[src/gtg_pkg.sv]
// ---------------------------------------------------------------------------
// gtg_pkg
// Shared constants, types and tables for the go-to-goal drive controller.
// ---------------------------------------------------------------------------
`timescale 1ns / 1ps
`default_nettype none

package gtg_pkg;

  // Fixed-point format and iteration counts
  localparam int FRAC_BITS    = 12;
  localparam int CORDIC_STEPS = 16;
  localparam int ANG_FRAC     = 30;
  localparam int VEC_SHIFT    = 20;
  localparam int ANG_SHIFT    = ANG_FRAC - FRAC_BITS;

  // Field widths
  localparam int POS_W   = 16;
  localparam int HEAD_W  = 16;
  localparam int GAIN_W  = 16;
  localparam int TOL_W   = 17;
  localparam int DIST_W  = 17;
  localparam int LIN_W   = 20;
  localparam int ANG_W   = 18;
  localparam int OFS_W   = POS_W + 1;
  localparam int SQ_W    = 2 * DIST_W;
  localparam int IN_W    = 2 * POS_W + HEAD_W;
  localparam int OUT_W   = LIN_W + ANG_W + DIST_W + 1;

  // CORDIC datapath widths
  localparam int XW      = OFS_W + VEC_SHIFT + 3;
  localparam int ZW      = 35;
  localparam int BEAR_W  = FRAC_BITS + 3;
  localparam int ERR_W   = ((BEAR_W > HEAD_W) ? BEAR_W : HEAD_W) + 1;
  localparam int LINP_W  = GAIN_W + DIST_W;
  localparam int ANGP_W  = GAIN_W + 1 + ERR_W;

  localparam logic signed [ZW-1:0] PI_Q30 = 35'sd3373259426;

  // atan(2^-i) in Q.30
  localparam logic signed [ZW-1:0] ATAN_TAB [24] = '{
    35'sd843314857, 35'sd497837829, 35'sd263043837, 35'sd133525159,
    35'sd67021687,  35'sd33543516,  35'sd16775851,  35'sd8388437,
    35'sd4194283,   35'sd2097149,   35'sd1048576,   35'sd524288,
    35'sd262144,    35'sd131072,    35'sd65536,     35'sd32768,
    35'sd16384,     35'sd8192,      35'sd4096,      35'sd2048,
    35'sd1024,      35'sd512,       35'sd256,       35'sd128
  };

  // Output limits
  localparam logic [LIN_W-1:0]        LIN_MAX = '1;
  localparam logic signed [ANG_W-1:0] ANG_MAX = {1'b0, {(ANG_W-1){1'b1}}};
  localparam logic signed [ANG_W-1:0] ANG_MIN = {1'b1, {(ANG_W-1){1'b0}}};

  // Pipeline stage map
  localparam int CORDIC_PRE   = 1;
  localparam int CORDIC_FIRST = CORDIC_PRE + 1;
  localparam int CORDIC_LAST  = CORDIC_FIRST + CORDIC_STEPS - 1;
  localparam int SQRT_FIRST   = 3;
  localparam int SQRT_LAST    = SQRT_FIRST + DIST_W - 1;
  localparam int CORE_LAST    = (CORDIC_LAST > SQRT_LAST) ? CORDIC_LAST : SQRT_LAST;
  localparam int DRV_ROUND    = CORE_LAST + 1;
  localparam int DRV_ERR      = CORE_LAST + 2;
  localparam int DRV_MUL      = CORE_LAST + 3;
  localparam int OUT_STAGE    = CORE_LAST + 4;
  localparam int N_STAGES     = OUT_STAGE + 1;

  typedef logic [N_STAGES-1:0] stage_en_t;

  // Configuration registers
  localparam int CFG_IDX_W  = 3;
  localparam int CFG_DATA_W = TOL_W;

  typedef enum logic [CFG_IDX_W-1:0] {
    REG_GOAL_X       = 3'd0,
    REG_GOAL_Y       = 3'd1,
    REG_ARRIVE_TOL   = 3'd2,
    REG_KP           = 3'd3,
    REG_HEADING_GAIN = 3'd4
  } cfg_reg_t;

  typedef struct packed {
    logic [POS_W-1:0]  goal_x;
    logic [POS_W-1:0]  goal_y;
    logic [TOL_W-1:0]  arrive_tolerance;
    logic [GAIN_W-1:0] kp;
    logic [GAIN_W-1:0] heading_gain;
  } cfg_t;

  localparam cfg_t CFG_RESET = '{
    goal_x:           16'd4096,
    goal_y:           16'd4096,
    arrive_tolerance: 17'd4096,
    kp:               16'd4096,
    heading_gain:     16'd16384
  };

endpackage

`default_nettype wire

[src/gtg_cordic.sv]
// ---------------------------------------------------------------------------
// gtg_cordic
// Pipelined vectoring CORDIC: bearing of the goal offset, one step a stage.
// ---------------------------------------------------------------------------
`timescale 1ns / 1ps
`default_nettype none

module gtg_cordic import gtg_pkg::*; (
  input  logic                    clk,
  input  stage_en_t               stage_en,
  input  logic signed [OFS_W-1:0] dx,
  input  logic signed [OFS_W-1:0] dy,
  output logic signed [ZW-1:0]    z
);

  logic signed [XW-1:0] x_q [CORDIC_PRE:CORDIC_LAST-1];
  logic signed [XW-1:0] y_q [CORDIC_PRE:CORDIC_LAST-1];
  logic signed [ZW-1:0] z_q [CORDIC_PRE:CORE_LAST];

  logic signed [XW-1:0] x_ext;
  logic signed [XW-1:0] y_ext;

  assign x_ext = XW'(dx) <<< VEC_SHIFT;
  assign y_ext = XW'(dy) <<< VEC_SHIFT;

  // Fold the left half-plane over by a half turn
  always_ff @(posedge clk) begin
    if (stage_en[CORDIC_PRE]) begin
      if (dx < 0) begin
        x_q[CORDIC_PRE] <= -x_ext;
        y_q[CORDIC_PRE] <= -y_ext;
        z_q[CORDIC_PRE] <= (dy >= 0) ? PI_Q30 : -PI_Q30;
      end else begin
        x_q[CORDIC_PRE] <= x_ext;
        y_q[CORDIC_PRE] <= y_ext;
        z_q[CORDIC_PRE] <= '0;
      end
    end
  end

  for (genvar k = CORDIC_FIRST; k <= CORE_LAST; k++) begin : g_stage
    if (k <= CORDIC_LAST) begin : g_step
      localparam int I = k - CORDIC_FIRST;
      logic                 neg;

      assign neg = y_q[k-1][XW-1];

      // Rotate toward the x axis and accumulate the angle
      always_ff @(posedge clk) begin
        if (stage_en[k]) begin
          z_q[k] <= neg ? (z_q[k-1] - ATAN_TAB[I]) : (z_q[k-1] + ATAN_TAB[I]);
        end
      end

      if (k < CORDIC_LAST) begin : g_xy
        logic signed [XW-1:0] xs;
        logic signed [XW-1:0] ys;

        assign xs = x_q[k-1] >>> I;
        assign ys = y_q[k-1] >>> I;

        always_ff @(posedge clk) begin
          if (stage_en[k]) begin
            x_q[k] <= neg ? (x_q[k-1] - ys) : (x_q[k-1] + ys);
            y_q[k] <= neg ? (y_q[k-1] + xs) : (y_q[k-1] - xs);
          end
        end
      end
    end else begin : g_hold
      // Carry the angle until the root is ready
      always_ff @(posedge clk) begin
        if (stage_en[k]) begin
          z_q[k] <= z_q[k-1];
        end
      end
    end
  end

  assign z = z_q[CORE_LAST];

endmodule

`default_nettype wire

[config.mk]
export PLATFORM = sky130hd
export DESIGN_NAME = gtg_cordic
export DESIGN_NICKNAME = d
export VERILOG_FILES = /design/src/gtg_pkg.sv /design/src/gtg_cordic.sv
export SDC_FILE = /design/constraint.sdc
export NUM_CORES = 2
export LEC_CHECK = 0
export BUFFER_PORTS_ARGS = -buffer_cell sky130_fd_sc_hd__buf_2
export CORE_MARGIN = 5
export CORE_UTILIZATION = 70
export CTS_CLUSTER_DIAMETER = 150
export DETAILED_ROUTE_END_ITERATION = 8
export PLACE_DENSITY = 0.87
export SLEW_MARGIN = 40
export SYNTH_ARGS = -nofsm -noshare
export SYNTH_HDL_FRONTEND = slang
export SYNTH_SLANG_ARGS = --single-unit
[constraint.sdc]
create_clock -name clk -period 14 [get_ports clk]
set_input_delay 2.8 -clock clk [delete_from_list [all_inputs] [get_ports clk]]
set_output_delay 2.8 -clock clk [all_outputs]
set_load 0.005 [all_outputs]
== Word-level counts from Yosys, hierarchy flattened ==
Memory sizes are Yosys's and may differ from the RTL's.
Cells that the tools add are included.

* Input bits: 59
* Register bits: 0
* Output and inout bits: 35
* Memories kept: 3
* Logic and storage cells: 193
* RAM bits: 1945

{| class="wikitable"
|+ Memory list
! name !! depth !! width !! read ports !! clocked after memory_dff !! write ports !! RTL line !! text
|-
| z_q || 19 || 35 || 19 || 0 || 19 || gtg_cordic.sv:18 || <nowiki>logic signed [ZW-1:0] z_q [CORDIC_PRE:CORE_LAST];</nowiki>
|-
| x_q || 16 || 40 || 15 || 0 || 16 || gtg_cordic.sv:16 || <nowiki>logic signed [XW-1:0] x_q [CORDIC_PRE:CORDIC_LAST-1];</nowiki>
|-
| y_q || 16 || 40 || 16 || 0 || 16 || gtg_cordic.sv:17 || <nowiki>logic signed [XW-1:0] y_q [CORDIC_PRE:CORDIC_LAST-1];</nowiki>
|}

* Order comparisons: 2
* Mux-type cells: 92
* $add $sub $neg: 93
* Bitwise gates (word level): 3

{| class="wikitable"
|+ Operators by type and width
! operator !! count
|-
| 2-to-1 mux 40 bit || 32
|-
| 2-to-1 mux 35 bit || 18
|-
| adder 40 x 26 -> 40 bit || 2
|-
| adder 40 x 27 -> 40 bit || 2
|-
| adder 40 x 28 -> 40 bit || 2
|-
| adder 40 x 29 -> 40 bit || 2
|-
| adder 40 x 30 -> 40 bit || 2
|-
| adder 40 x 31 -> 40 bit || 2
|-
| adder 40 x 32 -> 40 bit || 2
|-
| adder 40 x 33 -> 40 bit || 2
|-
| adder 40 x 34 -> 40 bit || 2
|-
| adder 40 x 35 -> 40 bit || 2
|-
| adder 40 x 36 -> 40 bit || 2
|-
| adder 40 x 37 -> 40 bit || 2
|-
| adder 40 x 38 -> 40 bit || 2
|-
| adder 40 x 39 -> 40 bit || 2
|-
| negation 37 -> 40 bit || 2
|-
| subtractor 40 x 26 -> 40 bit || 2
|-
| subtractor 40 x 27 -> 40 bit || 2
|-
| subtractor 40 x 28 -> 40 bit || 2
|-
| subtractor 40 x 29 -> 40 bit || 2
|-
| subtractor 40 x 30 -> 40 bit || 2
|-
| subtractor 40 x 31 -> 40 bit || 2
|-
| subtractor 40 x 32 -> 40 bit || 2
|-
| other kinds (43) || 96
|}

== Longest topological paths before layout ==
* Depth after elaboration: 5
* Depth in mapped cells: 24
* Gate-level depth less buffers: 22

== Least setup slack after synthesis ==
OpenSTA, ideal clock, no wires.

* Path type: register -> register
* From: reg y_q[0][578] (netlist name)
* To: reg x_q[0][639] (netlist name)
* Clock period less this slack: 4.642 ns
* Required time: 13.740 ns
* Cell stages (with the launch flop): 21
* Arrival time: 4.382 ns
* Path buffers: 1
* Library setup time: 0.260 ns
* Slack: 9.358 ns
* Cell sequence: edfxtp_1 > or4_1 > nor3_1 > and3b_1 > clkbuf_1 > nand3_1 > nor2_1 > nor2_1 > xnor2_1 > ha_1 > a21o_1 > a21o_1 > a21o_1 > a21o_1 > a21o_1 > nor3_1 > o21ai_1 > a41o_1 > a221oi_1 > o21bai_1 > xnor2_1

==> results.toml <==
[timing]
whs_ns = 0.412
finalCritPeriodShare = 0.409
finalCriticalPeriod_ns = 5.72
clock_skew_ns = 0.0853
fmax_ghz = 0.175
setup_violations = 0
tightest_slew_ns = 0.959
rsz0062_at_grt = "no"
finalHoldViolCount = 0
setup_tns_ns = 0
slew_viol_final = 0
max-slew-margin-rel = 0.352

[finish]
layout_common_cells = "1585 x edfxtp_1, 1399 x ha_1, 1382 x a21oi_1, 1262 x nor2_1, 1192 x xnor2_1"
drive_gt1_frac = 0.0427
nets = 14781
final_common_cell = "edfxtp_1"
area_growth_pct = 6.98

[critical_path]
end_kind = "flop"
worst-path-buf-inv = 0
required_ns = 14.61
cpPeakStageDelay_ns = 0.59
crit_top_cell = "nor4_1"
worst-path-max-fanout = 6
critPathLaunchType = "flop"
path_delay_family = "simple AND/OR/NAND/NOR gates"
path_cells = "nor4_1, nand2_1, nor4_1, and2_1, nor2_1, xor2_1, ha_1, nor4_1, nand2_1, o21ai_0, o21ai_1, a41o_1, a21oi_1, or3_1, a31oi_1, o21a_1, nor2_1, xnor2_1"
cp_slowest_cell = "nor4_1"
critical_path_arrival_ns = 6.33
crit_type = "reg -> reg"

[global_routing]
grt_pass1_wl_um = 548000
grt-ovfl-total = 0
first_global_vias = 102258
track_usage = 0.354
grt_max_degree = 81
antenna_found_initial = 12

[clock_tree]
clkSlewWorstSetupHoldPaths_ns = 0.06
cts_max_level = 4
postCtsSetupBuffers = 0
cts_tree = "done"
cts.repair.resized = 0
root_buffer = "clkbuf_16"
hold_buffers = 0
cts.sinks = 1585
clkLatencyLatePin_ns = 0.89
cts_buffers = 173
clock_path_buffers = 3

[detailed_routing]
detail_route.wl_per_cell_um = 22.3
avgViaCountPerCell = 6.65
ant_nets = 0
drt_wl_total_um = 353000
drc_errors = 25
drt_pass1_iterations = 9
vias = 105182
drt_iter0_markers = 10421

[outcome]
status = "finished, violations left"
failed_checks = "DRC"

[flow_run]
cap_viol_max_count = 0

[synthesis]
ys_types = 112
synth-seq-area-share = 0.372
synth_area_um2 = 128000
syn_area_per_cell_um2 = 9.66
synth_seq_cells = 1585
yosys_warnings = 0
synth_async_sr_flop_share = 0
synthCells = 13238
synthFlopType = "edfxtp_1"
synth-edff-count = 1585
synthesis.nets = 14731

[floorplan]
fp.dieH_um = 438
initial_utilization = 0.701
ioPinCount = 94
dieWidth_um = 438
design.die.area_um2 = 191000
core_um2 = 182000
row_count = 157

[place]
io_buffer_count = 87
place.gp.congestion = 1.00
dp_hpwl_um = 267000

[min_path]
hold_class = "reg -> reg"
stage by stage:
step | util | instances | instance area, um^2 | setup slack [ns]
after floorplan | - | 13238 | 128000 | 9.36
after global placement | 0.716 | 15494 | 131000 | 8.32
after detailed placement | 0.716 | 15495 | 131000 | 8.39
after CTS | 0.749 | 15812 | 137000 | 8.39
after global routing | 0.750 | 15815 | 137000 | 7.89
final | 0.750 | 15822 | 137000 | 8.28
cell type report:
type                    count  area (um^2)
diodes                      7         17.5
repair buffers            137          923
flip-flops and latches   1585        47600
clock inverters           128         1650
multi-input cells       10840        77200
well taps                2385         2980
inverters                 551         2070
clock buffers             189         4390
fillers                 12323        45600
flip-flops by register name, summed over array words and instances (netlist names):
signal	cells
y_q	496
x_q	475
z_q	614
worst register-to-register path, stage by stage (launching register included):
cell and delay [ns]:
edfxtp_1 0.52, nor4_1 0.46, nand2_1 0.17, nor4_1 0.53, and2_1 0.34, nor2_1 0.08
xor2_1 0.18, ha_1 0.24, nor4_1 0.59, nand2_1 0.17, o21ai_0 0.45, o21ai_1 0.30
a41o_1 0.36, a21oi_1 0.32, or3_1 0.20, a31oi_1 0.10, o21a_1 0.18, nor2_1 0.17
xnor2_1 0.14
synthesized netlist by cell type (23+ instances only):
| cell | count | area share |
|---|---|---|
| nand2b_1 | 191 | 0.0093 |
| o41ai_1 | 51 | 0.0035 |
| o21a_1 | 203 | 0.012 |
| nor3_1 | 363 | 0.014 |
| a21boi_0 | 38 | 0.0022 |
| nor2_1 | 1262 | 0.037 |
| and4_1 | 27 | 0.0018 |
| ha_1 | 1399 | 0.14 |
| o2111ai_1 | 26 | 0.0018 |
| a211o_1 | 27 | 0.0018 |
| or2_2 | 33 | 0.0016 |
| fa_1 | 35 | 0.0055 |
| mux2_2 | 40 | 0.0035 |
| a221oi_1 | 33 | 0.0023 |
| and2_1 | 95 | 0.0046 |
| or3_1 | 81 | 0.0040 |
| o21ai_0 | 568 | 0.022 |
| xnor2_1 | 1192 | 0.082 |
| nand3_1 | 190 | 0.0074 |
| a31oi_1 | 152 | 0.0074 |
| or4_1 | 24 | 0.0014 |
| buf_4 | 35 | 0.0021 |
| nand2_1 | 673 | 0.020 |
| a21oi_1 | 1382 | 0.054 |
| o211ai_1 | 48 | 0.0028 |
| a21o_1 | 630 | 0.037 |
| edfxtp_1 | 1585 | 0.37 |
| nor4_1 | 103 | 0.0050 |
| a221o_1 | 23 | 0.0018 |
| o21bai_1 | 157 | 0.0092 |
| nor3b_1 | 30 | 0.0018 |
| clkbuf_1 | 200 | 0.0059 |
| a211oi_1 | 83 | 0.0049 |
| o31a_1 | 29 | 0.0020 |
| nand4_1 | 117 | 0.0057 |
| o31ai_1 | 58 | 0.0034 |
| inv_1 | 547 | 0.016 |
| nor2b_1 | 225 | 0.011 |
| xor2_1 | 678 | 0.046 |
| and3_1 | 146 | 0.0071 |
| o21ai_1 | 81 | 0.0032 |
routing by layer:
| layer | up-vias | GRT usage | routed length (um) | share of wire |
|---|---|---|---|---|
| met5 | - | 0 | 75 | 0.00021 |
| met2 | 4734 | 0.600 | 167000 | 0.47 |
| met1 | 50231 | 0.437 | 138000 | 0.39 |
| met4 | 12 | 0.170 | 19700 | 0.056 |
| met3 | 1216 | 0.0675 | 28200 | 0.080 |
| li1 | 48989 | - | - | - |
worst paths after layout:
| kind | from | endpoint | slack (ns) | depth (start not counted) |
|---|---|---|---|---|
| setup / recovery | x_q[0][252] | y_q[0][319] | 8.28 | 18 |
| hold / removal | z_q[0][618] | z_q[0][653] | 0.41 | 0 |
| setup reg to reg | x_q[0][252] | y_q[0][319] | 8.28 | 18 |
| hold reg to reg | z_q[0][618] | z_q[0][653] | 0.41 | 0 |
logic make-up after synthesis:
logic type | share of synthesized area
adders and majority gates | 0.142
muxes | 0.00501
other | 0.0000293
AOI/OAI and AO/OA | 0.191
and+or+nand+nor | 0.137
DFF | 0.372
buffers and inverters | 0.0249
xor gates and xnor gates | 0.128
Power is not shown: default switching activity piles up to over one toggle a cycle in this logic, so the estimate is an artifact.
