<file path="src/gtg_pkg.sv">
// ---------------------------------------------------------------------------
// gtg_pkg
// Shared constants, types and tables for the go-to-goal drive controller.
// ---------------------------------------------------------------------------
`timescale 1ns / 1ps
`default_nettype none

package gtg_pkg;

  // Fixed-point format and iteration counts
  localparam int FRAC_BITS    = 12;
  localparam int CORDIC_STEPS = 16;
  localparam int ANG_FRAC     = 30;
  localparam int VEC_SHIFT    = 20;
  localparam int ANG_SHIFT    = ANG_FRAC - FRAC_BITS;

  // Field widths
  localparam int POS_W   = 16;
  localparam int HEAD_W  = 16;
  localparam int GAIN_W  = 16;
  localparam int TOL_W   = 17;
  localparam int DIST_W  = 17;
  localparam int LIN_W   = 20;
  localparam int ANG_W   = 18;
  localparam int OFS_W   = POS_W + 1;
  localparam int SQ_W    = 2 * DIST_W;
  localparam int IN_W    = 2 * POS_W + HEAD_W;
  localparam int OUT_W   = LIN_W + ANG_W + DIST_W + 1;

  // CORDIC datapath widths
  localparam int XW      = OFS_W + VEC_SHIFT + 3;
  localparam int ZW      = 35;
  localparam int BEAR_W  = FRAC_BITS + 3;
  localparam int ERR_W   = ((BEAR_W > HEAD_W) ? BEAR_W : HEAD_W) + 1;
  localparam int LINP_W  = GAIN_W + DIST_W;
  localparam int ANGP_W  = GAIN_W + 1 + ERR_W;

  localparam logic signed [ZW-1:0] PI_Q30 = 35'sd3373259426;

  // atan(2^-i) in Q.30
  localparam logic signed [ZW-1:0] ATAN_TAB [24] = '{
    35'sd843314857, 35'sd497837829, 35'sd263043837, 35'sd133525159,
    35'sd67021687,  35'sd33543516,  35'sd16775851,  35'sd8388437,
    35'sd4194283,   35'sd2097149,   35'sd1048576,   35'sd524288,
    35'sd262144,    35'sd131072,    35'sd65536,     35'sd32768,
    35'sd16384,     35'sd8192,      35'sd4096,      35'sd2048,
    35'sd1024,      35'sd512,       35'sd256,       35'sd128
  };

  // Output limits
  localparam logic [LIN_W-1:0]        LIN_MAX = '1;
  localparam logic signed [ANG_W-1:0] ANG_MAX = {1'b0, {(ANG_W-1){1'b1}}};
  localparam logic signed [ANG_W-1:0] ANG_MIN = {1'b1, {(ANG_W-1){1'b0}}};

  // Pipeline stage map
  localparam int CORDIC_PRE   = 1;
  localparam int CORDIC_FIRST = CORDIC_PRE + 1;
  localparam int CORDIC_LAST  = CORDIC_FIRST + CORDIC_STEPS - 1;
  localparam int SQRT_FIRST   = 3;
  localparam int SQRT_LAST    = SQRT_FIRST + DIST_W - 1;
  localparam int CORE_LAST    = (CORDIC_LAST > SQRT_LAST) ? CORDIC_LAST : SQRT_LAST;
  localparam int DRV_ROUND    = CORE_LAST + 1;
  localparam int DRV_ERR      = CORE_LAST + 2;
  localparam int DRV_MUL      = CORE_LAST + 3;
  localparam int OUT_STAGE    = CORE_LAST + 4;
  localparam int N_STAGES     = OUT_STAGE + 1;

  typedef logic [N_STAGES-1:0] stage_en_t;

  // Configuration registers
  localparam int CFG_IDX_W  = 3;
  localparam int CFG_DATA_W = TOL_W;

  typedef enum logic [CFG_IDX_W-1:0] {
    REG_GOAL_X       = 3'd0,
    REG_GOAL_Y       = 3'd1,
    REG_ARRIVE_TOL   = 3'd2,
    REG_KP           = 3'd3,
    REG_HEADING_GAIN = 3'd4
  } cfg_reg_t;

  typedef struct packed {
    logic [POS_W-1:0]  goal_x;
    logic [POS_W-1:0]  goal_y;
    logic [TOL_W-1:0]  arrive_tolerance;
    logic [GAIN_W-1:0] kp;
    logic [GAIN_W-1:0] heading_gain;
  } cfg_t;

  localparam cfg_t CFG_RESET = '{
    goal_x:           16'd4096,
    goal_y:           16'd4096,
    arrive_tolerance: 17'd4096,
    kp:               16'd4096,
    heading_gain:     16'd16384
  };

endpackage

`default_nettype wire

</file>
<file path="src/gtg_isqrt.sv">
// ---------------------------------------------------------------------------
// gtg_isqrt
// Pipelined restoring integer square root, one root bit a stage.
// ---------------------------------------------------------------------------
`timescale 1ns / 1ps
`default_nettype none

module gtg_isqrt import gtg_pkg::*; (
  input  logic              clk,
  input  stage_en_t         stage_en,
  input  logic [SQ_W-1:0]   sq,
  output logic [DIST_W-1:0] root,
  output logic [DIST_W:0]   rem
);

  logic [SQ_W-1:0]   s_q [SQRT_FIRST:SQRT_LAST];
  logic [DIST_W-1:0] q_q [SQRT_FIRST:CORE_LAST];
  logic [DIST_W:0]   r_q [SQRT_FIRST:CORE_LAST];

  for (genvar k = SQRT_FIRST; k <= CORE_LAST; k++) begin : g_stage
    if (k <= SQRT_LAST) begin : g_step
      localparam int B = SQRT_LAST - k;
      logic [SQ_W-1:0]   s_in;
      logic [DIST_W-1:0] q_in;
      logic [DIST_W:0]   r_in;
      logic [DIST_W+2:0] r_try;
      logic [DIST_W+2:0] t_val;
      logic [DIST_W+2:0] r_diff;

      if (k == SQRT_FIRST) begin : g_head
        assign s_in = sq;
        assign q_in = '0;
        assign r_in = '0;
      end else begin : g_tail
        assign s_in = s_q[k-1];
        assign q_in = q_q[k-1];
        assign r_in = r_q[k-1];
      end

      // Bring down the next bit pair and try the trial divisor
      assign r_try  = {r_in, s_in[2*B+1 -: 2]};
      assign t_val  = {1'b0, q_in, 2'b01};
      assign r_diff = r_try - t_val;

      always_ff @(posedge clk) begin
        if (stage_en[k]) begin
          s_q[k] <= s_in;
          if (r_try >= t_val) begin
            r_q[k] <= r_diff[DIST_W:0];
            q_q[k] <= {q_in[DIST_W-2:0], 1'b1};
          end else begin
            r_q[k] <= r_try[DIST_W:0];
            q_q[k] <= {q_in[DIST_W-2:0], 1'b0};
          end
        end
      end
    end else begin : g_hold
      // Carry root and remainder until the bearing is ready
      always_ff @(posedge clk) begin
        if (stage_en[k]) begin
          q_q[k] <= q_q[k-1];
          r_q[k] <= r_q[k-1];
        end
      end
    end
  end

  assign root = q_q[CORE_LAST];
  assign rem  = r_q[CORE_LAST];

endmodule

`default_nettype wire

</file>
<file path="config.mk">
export PLATFORM = sky130hd
export DESIGN_NAME = gtg_isqrt
export DESIGN_NICKNAME = d
export VERILOG_FILES = /design/src/gtg_pkg.sv /design/src/gtg_isqrt.sv
export SDC_FILE = /design/constraint.sdc
export NUM_CORES = 1
export LEC_CHECK = 0
export BUFFER_PORTS_ARGS = -buffer_cell sky130_fd_sc_hd__buf_2
export CAP_MARGIN = 20
export CORE_MARGIN = 2
export CORE_UTILIZATION = 33
export CTS_BUF_LIST = sky130_fd_sc_hd__clkbuf_8
export DETAILED_ROUTE_END_ITERATION = 6
export MAX_ROUTING_LAYER = met4
export SLEW_MARGIN = 20
export SYNTH_ARGS = -nofsm -noshare
export SYNTH_HDL_FRONTEND = slang
export SYNTH_SLANG_ARGS = --single-unit
</file>
<file path="constraint.sdc">
create_clock -name clk -period 3.6 [get_ports clk]
set_clock_uncertainty 0.2 [all_clocks]
set_input_delay 0.18 -clock clk [delete_from_list [all_inputs] [get_ports clk]]
set_output_delay 0.18 -clock clk [all_outputs]
set_load 0.005 [all_outputs]
</file>
# After elaboration in Yosys (flattened, before gate mapping)
# Memory sizes are Yosys's and may differ from the RTL's.
# Index checks and enable logic that the tools add are counted.
dict set report totals {
  latch_bits 0
  output_inout_bits 35
  word_cells 241
  mem_count 3
  ramBits 1173
  mem_bits_ro 0
  register_bits 0
}
# memory words width read_ports rd_ports_with_merged_regs wr line_no
set mem_list {}
lappend mem_list {s_q 17 34 16 0 17 gtg_isqrt.sv:16} ;# logic [SQ_W-1:0] s_q [SQRT_FIRST:SQRT_LAST];
lappend mem_list {r_q 17 18 17 0 17 gtg_isqrt.sv:18} ;# logic [DIST_W:0] r_q [SQRT_FIRST:CORE_LAST];
lappend mem_list {q_q 17 17 17 0 17 gtg_isqrt.sv:17} ;# logic [DIST_W-1:0] q_q [SQRT_FIRST:CORE_LAST];
dict set report op_classes {
  n_reduce_logical 0
  div_mod_pow 0
  add_sub_neg 17
  mul 0
  mux 170
  n_lt_le_gt_ge 17
  n_bitwise 34
  shift 0
  n_eq_ne 0
}
# op count
set op_table {}
lappend op_table {{>= comparator 20 x 19 -> 1 bit} 16}
lappend op_table {{two-way mux 18 bit} 17}
lappend op_table {{two-way mux 17 bit} 17}
lappend op_table {{subtractor 18 bit} 16}
lappend op_table {{two-way mux 1 bit} 136}
lappend op_table {{OR 1 bit} 34}
lappend op_table {{subtractor 2 x 1 -> 3 bit (second input constant)} 1}
lappend op_table {{>= comparator 2 x 1 -> 1 bit (second input constant)} 1}

# Logic depth before layout (Yosys ltp)
# Gate-level depths: netlist of the first run.
# An unclocked memory read counts as a cell.
dict set report depth {
  ltp_word 6
  ltp_mapped 12
  mapped_depth_nobuf 10
}

# Worst setup path after synthesis of the first run
# OpenSTA, ideal clock, no wires.
dict set report synth_timing {
  path_kind {reg-to-reg}
  from {reg, netlist name r_q[0][327]}
  to {reg, netlist name r_q[0][352]}
  n_path_buf 1
  path_stages_with_launch 9
  synth_period_minus_slack_ns 2.978
  path_slack_ns 0.622
  t_arrival_ns 2.517
  required_ns 3.140
  setup_time_ns 0.260
  cell_sequence {edfxtp_1 ha_1 a2111o_1 o211ai_2 and2_4 o21ai_4 a211oi_4 buf_12 mux2_4}
}

==> impl_metrics.json, run 1 <==
{
  "grt_pass1_vias": 19660,
  "synth-warning-count": 0,
  "cts.repair.resized": 0,
  "r2r_cells": 9,
  "cts_tree": "done",
  "p_per_area_nw_per_um2": 538.5,
  "area_growth_pct": 15.39,
  "hold_buffers": 86,
  "dieHeight_um": 321.8,
  "p_seq_frac": 0.520,
  "worstSkewPairLatency_ps": 750,
  "cp.required_ps": 3880,
  "routedWlPerCell_um": 13.73,
  "die_x_um": 321.8,
  "fill_cells": 9518,
  "final.setup.tns_ps": 0,
  "worstSetupEndpointType": "flip-flop",
  "hold_path_class": "reg2reg",
  "synth_edf_count": 711,
  "power_mw": 20.70,
  "grt_overflow": 0,
  "max-cap-violations": 0,
  "io_pins": 94,
  "peakVddDrop_uv": 402.1,
  "synthCells": 2572,
  "gp_congestion": 0.8754,
  "power_frac_comb": 0.171,
  "firstDrtPassIters": 5,
  "slew_headroom": 0.5172,
  "routed_via_density": 4.680,
  "cts_setup_buffers": 0,
  "syn_nets": 2805,
  "drc": 0,
  "dp_hpwl_um": 41990,
  "num_vias": 19820,
  "htree_levels": 3,
  "min_period_ps": 3304,
  "crit_type": "reg2reg",
  "grt_max_degree": 50,
  "hold_path_depth": 0,
  "slew_violations": 0,
  "rsz0062_at_grt": "no",
  "pwr-share-clk": 0.308,
  "cts_buffer_depth": 3,
  "reg2reg_slack_ps": 300,
  "leakage_nw": 14.87,
  "synth_flop_cell": "edfxtp_1",
  "finalHoldViolCount": 0,
  "clkTransAtPathRegs_ps": 60,
  "crit_fanout": 26,
  "dieArea_um2": 103500,
  "max_slew.worst_pin.slew_ps": 706.0,
  "r2r_start": "r_q[0][290]",
  "r2r_end": "r_q[0][312]",
  "finalNetCount": 3082,
  "drt-initial-drc-count": 1011,
  "grt_pass1_wl_um": 95060,
  "core_area_um2": 100100,
  "whs_ps": 201.1,
  "grt_util_all_layers": 0.1157,
  "yosys.cell_types.count": 74,
  "switching_share": 0.2639,
  "syn_area_um2": 33320,
  "yosysSeqAreaShare": 0.6408,
  "worstPathArrival_ps": 3580,
  "power.switching_mw": 5.463,
  "ys_seq_elements": 711,
  "holdCritStartpoint": "s_q[0][347]",
  "whs_endpoint": "s_q[0][381]",
  "numPortBuffers": 86,
  "setup_viol": 0,
  "avgSynthCellArea_um2": 12.95,
  "clock_sinks": 711,
  "antenna_found_initial": 2,
  "ant_nets": 0,
  "cts_buffers": 117,
  "fin_crit_sh": 0.9177,
  "start_util": 0.3327,
  "cts-root-buf": "clkbuf_8",
  "async_flop_share": 0,
  "setup_ws_ps": 296.1,
  "fmax_mhz": 302.7,
  "intPower_mw": 15.24,
  "status": "finished clean",
  "std_cell_rows": 116,
  "critPathLaunchType": "flip-flop",
  "detail_route.wirelength_um": 58170,
  "place_worst_setup_slack_ps": 399.1,
  "drive_gt1_frac": 0.1124
}
==> through the flow <==
step                  util  cells  area (um2)
finish              0.3839   4236       38450
global route        0.3839   4236       38450
CTS                 0.3839   4234       38440
detailed placement  0.3542   3942       35470
global placement    0.3542   3942       35470
floorplan                -   2572       33320
==> cell families after synthesis <==
kind of cell | count (synthesis) | share of synthesized area
XOR/XNOR | 206 | 0.05415
adder cells (fa/ha/maj) | 174 | 0.06534
flip-flops | 711 | 0.6408
AO/OA/AOI/OAI | 506 | 0.09471
buffers and inverters | 269 | 0.03124
multiplexers | 43 | 0.01513
AND/OR/NAND/NOR | 663 | 0.09861
==> Yosys cell counts, types with 32 or more instances <==
cell type / number / area (um2)
nand2_1: 161 / 604.3
inv_1: 214 / 803.3
nor3_1: 42 / 210.2
nand4_1: 32 / 200.2
nand2b_1: 33 / 206.5
nand3_1: 45 / 225.2
o21ai_0: 124 / 620.6
ha_1: 174 / 2177
xnor2_1: 107 / 937.2
xor2_1: 99 / 867.1
nor2_1: 181 / 679.4
a21oi_1: 172 / 860.8
edfxtp_1: 711 / 21350
clkbuf_1: 41 / 153.9
o21a_1: 47 / 352.8
a21o_1: 39 / 292.8
==> critical path, stage by stage, from the launching register on <==
cell and delay, ps:
edfxtp_1 400, ha_1 380, nand4_1 160, a211oi_1 390, o311ai_0 220, buf_4 180
o21ai_0 280, nand2b_1 250, buf_12 200, mux2_2 350
==> power groups by stage <==
stage	clock (mW)	sequential [mW]	combinational, mW
after global routing	6.98	10.9	4.01
after global placement	0	10.9	3.42
final	6.38	10.8	3.55
after floorplan	0	10.8	2.70
after detailed placement	0	11.0	3.45
after CTS	6.63	10.8	3.55
==> placed cells by master, fill, tap and decap left out, drive strengths merged, types with 9 or more instances in the layout <==
| cell type | netlist | final |
|---|---|---|
| edfxtp | 711 | 711 |
| inv | 215 | 259 |
| nor2 | 181 | 181 |
| ha | 174 | 174 |
| a21oi | 172 | 172 |
| nand2 | 161 | 161 |
| buf | 13 | 126 |
| o21ai | 125 | 125 |
| clkbuf | 41 | 119 |
| xnor2 | 107 | 107 |
| xor2 | 99 | 99 |
| dlygate4sd3 | 0 | 86 |
| o21a | 47 | 47 |
| nand3 | 45 | 45 |
| nor3 | 42 | 42 |
| a21o | 40 | 40 |
| mux2 | 38 | 38 |
| clkinv | 0 | 37 |
| nand2b | 33 | 33 |
| nand4 | 32 | 32 |
| nor4 | 31 | 31 |
| or3 | 27 | 27 |
| nor2b | 27 | 27 |
| o211ai | 19 | 19 |
| o31ai | 14 | 14 |
| a211oi | 14 | 14 |
| and3 | 12 | 12 |
| and2 | 10 | 10 |
| or2 | 10 | 10 |
| nand4b | 9 | 9 |
| nor4b | 9 | 9 |
| nor3b | 9 | 9 |
==> metal layers <==
metal,share of wire,track usage,wire length [um]
met1,0.42,0.1293,24210
met3,0.049,0.02547,2837
met4,0.033,0.05078,1928
met2,0.50,0.1984,29190
met5,0,-,0
==> flip-flops by register name (all words and copies together) (netlist names) <==
| register | cells |
|---|---|
| r_q | 286 |
| s_q | 272 |
| q_q | 153 |
==> area by class of cell <==
cell class,instances,area (um2),share of cell area
clock buffers,119,1638,0.04260
flip-flops and latches,711,21350,0.5553
inverters,215,807.0,0.02099
repair buffers,212,1604,0.04172
multi-input cells,1592,10950,0.2848
diodes,2,5.005,0.0001302
clock inverters,87,470.5,0.01224
well taps,1298,1624,0.04224
==> worst max path at each step <==
| stage | from | to | slack (ps) | cells past startpoint |
|---|---|---|---|---|
| floorplan | r_q[0][327] | r_q[0][352] | 620 | 8 |
| global placement | r_q[0][293] | r_q[0][312] | 420 | 9 |
| detailed placement | r_q[0][291] | r_q[0][312] | 400 | 9 |
| CTS | r_q[0][291] | r_q[0][312] | 360 | 9 |
| global route | q_q[0][275] | r_q[0][312] | 100 | 10 |
| finish | r_q[0][290] | r_q[0][312] | 300 | 9 |
No activity file was read; power rests on OpenSTA's default activity.
==> run 2: changes to the inputs <==
Settings changed: CORE_MARGIN 2 to 1, CORE_UTILIZATION 33 to 49, PLACE_DENSITY set to 0.65.
==> run 2 against run 1 <==
  * First-iteration DRC count up 13%
  * Sequential cell count unchanged
  * Largest cell class unchanged
  * Sequential power about the same
  * Critical endpoint is now r_q[0][274]
  * Routed wire length up 7.0%
  * Cell area down 1.4%
  * Critical path depth unchanged
==> impl_metrics.json, run 2 (synthesized netlist as in run 1, its figures left out) <==
{
  "status": "finished clean",
  "cts_buffer_depth": 3,
  "dieArea_um2": 69040,
  "core_area_um2": 67280,
  "grt_overflow": 0,
  "setup_ws_ps": 295.6,
  "regMostFlops": "r_q",
  "final.setup.tns_ps": 0,
  "slew_violations": 0,
  "r2r_end": "r_q[0][274]",
  "io_pins": 94,
  "met2_usage": 0.3154,
  "worstSkewPairLatency_ps": 720,
  "dp_hpwl_um": 44800,
  "hold_path_depth": 0,
  "cp.required_ps": 3830,
  "hold_buffers": 85,
  "rsz0062_at_grt": "no",
  "cts_setup_buffers": 0,
  "cts_buffers": 115,
  "finalHoldViolCount": 0,
  "routed_via_density": 5.389,
  "gp_congestion": 0.8997,
  "grt_util_all_layers": 0.1877,
  "fin_crit_sh": 0.9179,
  "cts.repair.resized": 0,
  "htree_levels": 3,
  "cts_tree": "done",
  "numPortBuffers": 86,
  "antenna_found_initial": 1,
  "start_util": 0.4952,
  "drive_gt1_frac": 0.1154,
  "detail_route.wirelength_um": 62260,
  "multi_input_area_um2": 10960,
  "setup_viol": 0,
  "crit_fanout": 12,
  "area_growth_pct": 13.77,
  "std_cell_rows": 95,
  "largest_reg_flops": 286,
  "clock_sinks": 711,
  "cts-root-buf": "clkbuf_8",
  "leakage_nw": 14.84,
  "r2r_start": "q_q[0][249]",
  "max-cap-violations": 0,
  "dieHeight_um": 262.8,
  "max_slew.worst_pin.slew_ps": 821.4,
  "firstDrtPassIters": 5,
  "fmax_mhz": 302.6,
  "die_x_um": 262.8,
  "routedWlPerCell_um": 16.33,
  "top_regs": "r_q: 286 flops, s_q: 272 flops, q_q: 153 flops",
  "p_per_area_nw_per_um2": 548.3,
  "worstSetupStartpoint": "q_q[0][249]",
  "place_worst_setup_slack_ps": 332.7,
  "finalNetCount": 3076,
  "grt_pass1_vias": 20840,
  "fin_util": 0.5634,
  "hold_path_class": "reg2reg",
  "grt_use_met3": 0.03120,
  "critPathLaunchType": "flip-flop",
  "final_common_cell": "edfxtp_1",
  "clkTransAtPathRegs_ps": 60,
  "use_met1": 0.2309,
  "worstPathArrival_ps": 3540,
  "r2r_cells": 9,
  "min_period_ps": 3304,
  "holdCritStartpoint": "s_q[0][212]",
  "drc": 0,
  "num_vias": 20550,
  "power_mw": 20.78,
  "reg2reg_slack_ps": 300,
  "worstSetupEndpointType": "flip-flop",
  "fill_cells": 5435,
  "final_cell_mix": "edfxtp_1 (711), inv_1 (246), nor2_1 (181)",
  "grt_max_degree": 50,
  "peakVddDrop_uv": 418.5,
  "whs_ps": 195.0,
  "slew_headroom": 0.4524,
  "crit_type": "reg2reg",
  "ant_nets": 0,
  "whs_endpoint": "s_q[0][246]",
  "final-seq-area_um2": 21350,
  "grt_pass1_wl_um": 103000,
  "busiest_layer": "met2",
  "drt-initial-drc-count": 1138
}
==> run 2: routing by layer <==
layer,share of wire,wire (um),vias to the layer above
li1,-,-,10080
met1,0.43,27010,9900
met2,0.50,31010,468
met3,0.046,2842,100
met4,0.022,1397,0
met5,0,0,-
==> run 2: stage by stage <==
step                instance area (um2)  cells
detailed placement                34920   3514
finish                            37910   3813
global placement                  34920   3514
global route                      37910   3813
floorplan                         33320   2572
CTS                               37890   3811
==> run 2: worst max path at each step <==
stage | end | slack, ps
global placement | r_q[0][312] | 430
global route | r_q[0][274] | 60
floorplan | r_q[0][352] | 620
CTS | r_q[0][274] | 320
finish | r_q[0][274] | 300
detailed placement | r_q[0][316] | 330
==> run 2: cell type report <==
cell class / count / area share
Tap cell: 873 / 0.02882
Inverter: 215 / 0.02129
Sequential cell: 711 / 0.5633
Clock inverter: 97 / 0.01419
Clock buffer: 115 / 0.04176
Multi-Input combinational cell: 1592 / 0.2891
Antenna cell: 2 / 0.0001320
Timing Repair Buffer: 208 / 0.04146
==> run 2: power breakdown <==
| part | switching [mW] | internal, mW | total [mW] |
|---|---|---|---|
| Clock | 3.15 | 3.23 | 6.38 |
| Sequential | 0.499 | 10.3 | 10.8 |
| Combinational | 1.94 | 1.66 | 3.61 |
==> run 2: worst max-delay path, cell delays in order (launching register included) <==
cell and delay (ps):
edfxtp_1 380, inv_1 60, ha_1 390, a2111oi_0 660, nand3_1 220, a211oi_1 440
a21oi_2 250, buf_4 270, nor2_1 110, a21oi_1 50
==> run 3: changes to the inputs <==
Settings changed: CORE_UTILIZATION 49 to 29, PLACE_DENSITY 0.65 to unset.
Clock period 3.6 ns to 3.3 ns, I/O delays scaled along.
==> run 3 against run 2 <==
  * Fmax grew 7.0%
  * Largest power group unchanged
  * Cell count grew 17%
  * Largest cell class unchanged
  * Core utilization shrank 22 points
  * Hold slack lost 0.90 ps
  * Total power grew 10%
  * Sequential cell count is the same
  * Routed wire length shrank 6.2%
  * Clock-buffer cell count grew 4
  * Critical endpoint is now r_q[0][347]
  * Global-route usage shrank 8.5 points
  * Die area grew 68%
==> impl_metrics.json, run 3 (synthesized netlist as in run 1, its figures left out) <==
{
  "max-cap-violations": 0,
  "grt_max_degree": 50,
  "fin_crit_sh": 0.9360,
  "multi_input_area_um2": 10950,
  "grt_pass1_wl_um": 96050,
  "std_cell_rows": 123,
  "grt_use_met3": 0.02211,
  "core_area_um2": 113300,
  "cts_buffer_depth": 3,
  "p_seq_frac": 0.512,
  "leakage_nw": 15.03,
  "grt_util_all_layers": 0.1030,
  "drc": 0,
  "dieHeight_um": 341.0,
  "setup_ws_ps": 211.3,
  "cp.required_ps": 3580,
  "stdcell_area_um2": 39000,
  "slew_violations": 0,
  "power.switching_mw": 6.087,
  "top_regs": "r_q: 286 flops, s_q: 272 flops, q_q: 153 flops",
  "ant_nets": 0,
  "routedWlPerCell_um": 13.05,
  "peakVddDrop_uv": 405.5,
  "area_growth_pct": 17.06,
  "hold_path_class": "reg2reg",
  "io_pins": 94,
  "grt_pass1_vias": 19870,
  "regMostFlops": "r_q",
  "crit_fanout": 17,
  "worstSetupStartpoint": "r_q[0][327]",
  "dpl_cell_area_um2": 35880,
  "pwr-share-clk": 0.317,
  "p_per_area_nw_per_um2": 588.7,
  "worstSetupEndpointType": "flip-flop",
  "busiest_layer": "met2",
  "r2r_start": "r_q[0][327]",
  "num_vias": 19860,
  "finalHoldViolCount": 0,
  "cts_setup_buffers": 0,
  "htree_levels": 3,
  "cts_buffers": 118,
  "met2_usage": 0.1782,
  "setup_viol": 0,
  "firstDrtPassIters": 5,
  "use_met1": 0.1143,
  "largest_reg_flops": 286,
  "power_frac_comb": 0.171,
  "fin_util": 0.3443,
  "clkTransAtPathRegs_ps": 60,
  "finalNetCount": 3102,
  "place_worst_setup_slack_ps": 170.2,
  "antenna_found_initial": 3,
  "final-instance-count-excl-fill": 4474,
  "gp_congestion": 0.8528,
  "fmax_mhz": 323.8,
  "status": "finished clean",
  "slew_headroom": 0.4981,
  "worstSkewPairLatency_ps": 740,
  "clock_sinks": 711,
  "final_common_cell": "edfxtp_1",
  "max_slew.worst_pin.slew_ps": 751.7,
  "drt-initial-drc-count": 1024,
  "place_inst": 4163,
  "fill_cells": 11160,
  "final_cell_mix": "edfxtp_1 (711), inv_1 (251), nor2_1 (181)",
  "detail_route.wirelength_um": 58370,
  "intPower_mw": 16.87,
  "grt_overflow": 0,
  "dp_hpwl_um": 42290,
  "whs_ps": 194.1,
  "routed_via_density": 4.439,
  "numPortBuffers": 86,
  "cts_tree": "done",
  "dieArea_um2": 116300,
  "worstPathArrival_ps": 3370,
  "final-seq-area_um2": 21350,
  "start_util": 0.2942,
  "cts-root-buf": "clkbuf_8",
  "min_period_ps": 3089,
  "switching_share": 0.2651,
  "crit_type": "reg2reg",
  "die_x_um": 341.0,
  "final.setup.tns_ps": 0,
  "critPathLaunchType": "flip-flop",
  "holdCritStartpoint": "s_q[0][158]",
  "drive_gt1_frac": 0.1209,
  "power_mw": 22.96,
  "rsz0062_at_grt": "no"
}
## run 3: changes by cell type in the layout (fill, tap and decap cells not counted), sizes merged
cell,change
buf,+22
clkbuf,+4
inv,+4
clkinvlp,-3
diode,+3
bufinv,+2
clkinv,+1
dlygate4sd3,+1
## run 3: path summary, 6_finish.rpt
kind / end / slack, ps / depth (start not counted)
worst min-delay path: s_q[0][192] / 190 / 0
worst max register to register: r_q[0][347] / 210 / 8
worst min register to register: s_q[0][192] / 190 / 0
worst max-delay path: r_q[0][347] / 210 / 8
## run 3: power by group through the flow
stage | clock network, mW | logic [mW] | registers, mW
CTS | 7.57 | 3.93 | 11.8
global placement | 0 | 3.77 | 11.9
floorplan | 0 | 2.94 | 11.8
detailed placement | 0 | 3.82 | 12.0
finish | 7.28 | 3.92 | 11.8
global route | 7.96 | 4.41 | 11.9
## run 3: worst max-delay path, stage by stage (launching register included)
cell and delay [ps]:
edfxtp_1 390, ha_1 320, a2111o_1 450, o211ai_2 250, and2_4 220, o21ai_4 70
a211oi_4 370, buf_12 210, mux2_2 340
## run 3: what timing repair did
item                                    in CTS  in global routing
gates resized for setup                      0                  1
endpoints found under the setup margin       0                  4
hold buffers                                86                  0
hold endpoints to repair                   814                  0
## run 3: cell type report
type / count / share of cell area
timing repair buffer: 231 / 0.04510
tap: 1500 / 0.04812
sequential: 711 / 0.5474
clock buffer: 119 / 0.04199
multi-input combinational: 1592 / 0.2808
antenna: 5 / 0.0003208
inverter: 215 / 0.02069
clock inverter: 101 / 0.01559
## run 3: layer usage
metal  vias to the layer above  wire length (um)
li1                      10110                 -
met5                         -                 0
met1                      9263             24840
met2                       345             29090
met3                       138              2476
met4                         0              1961
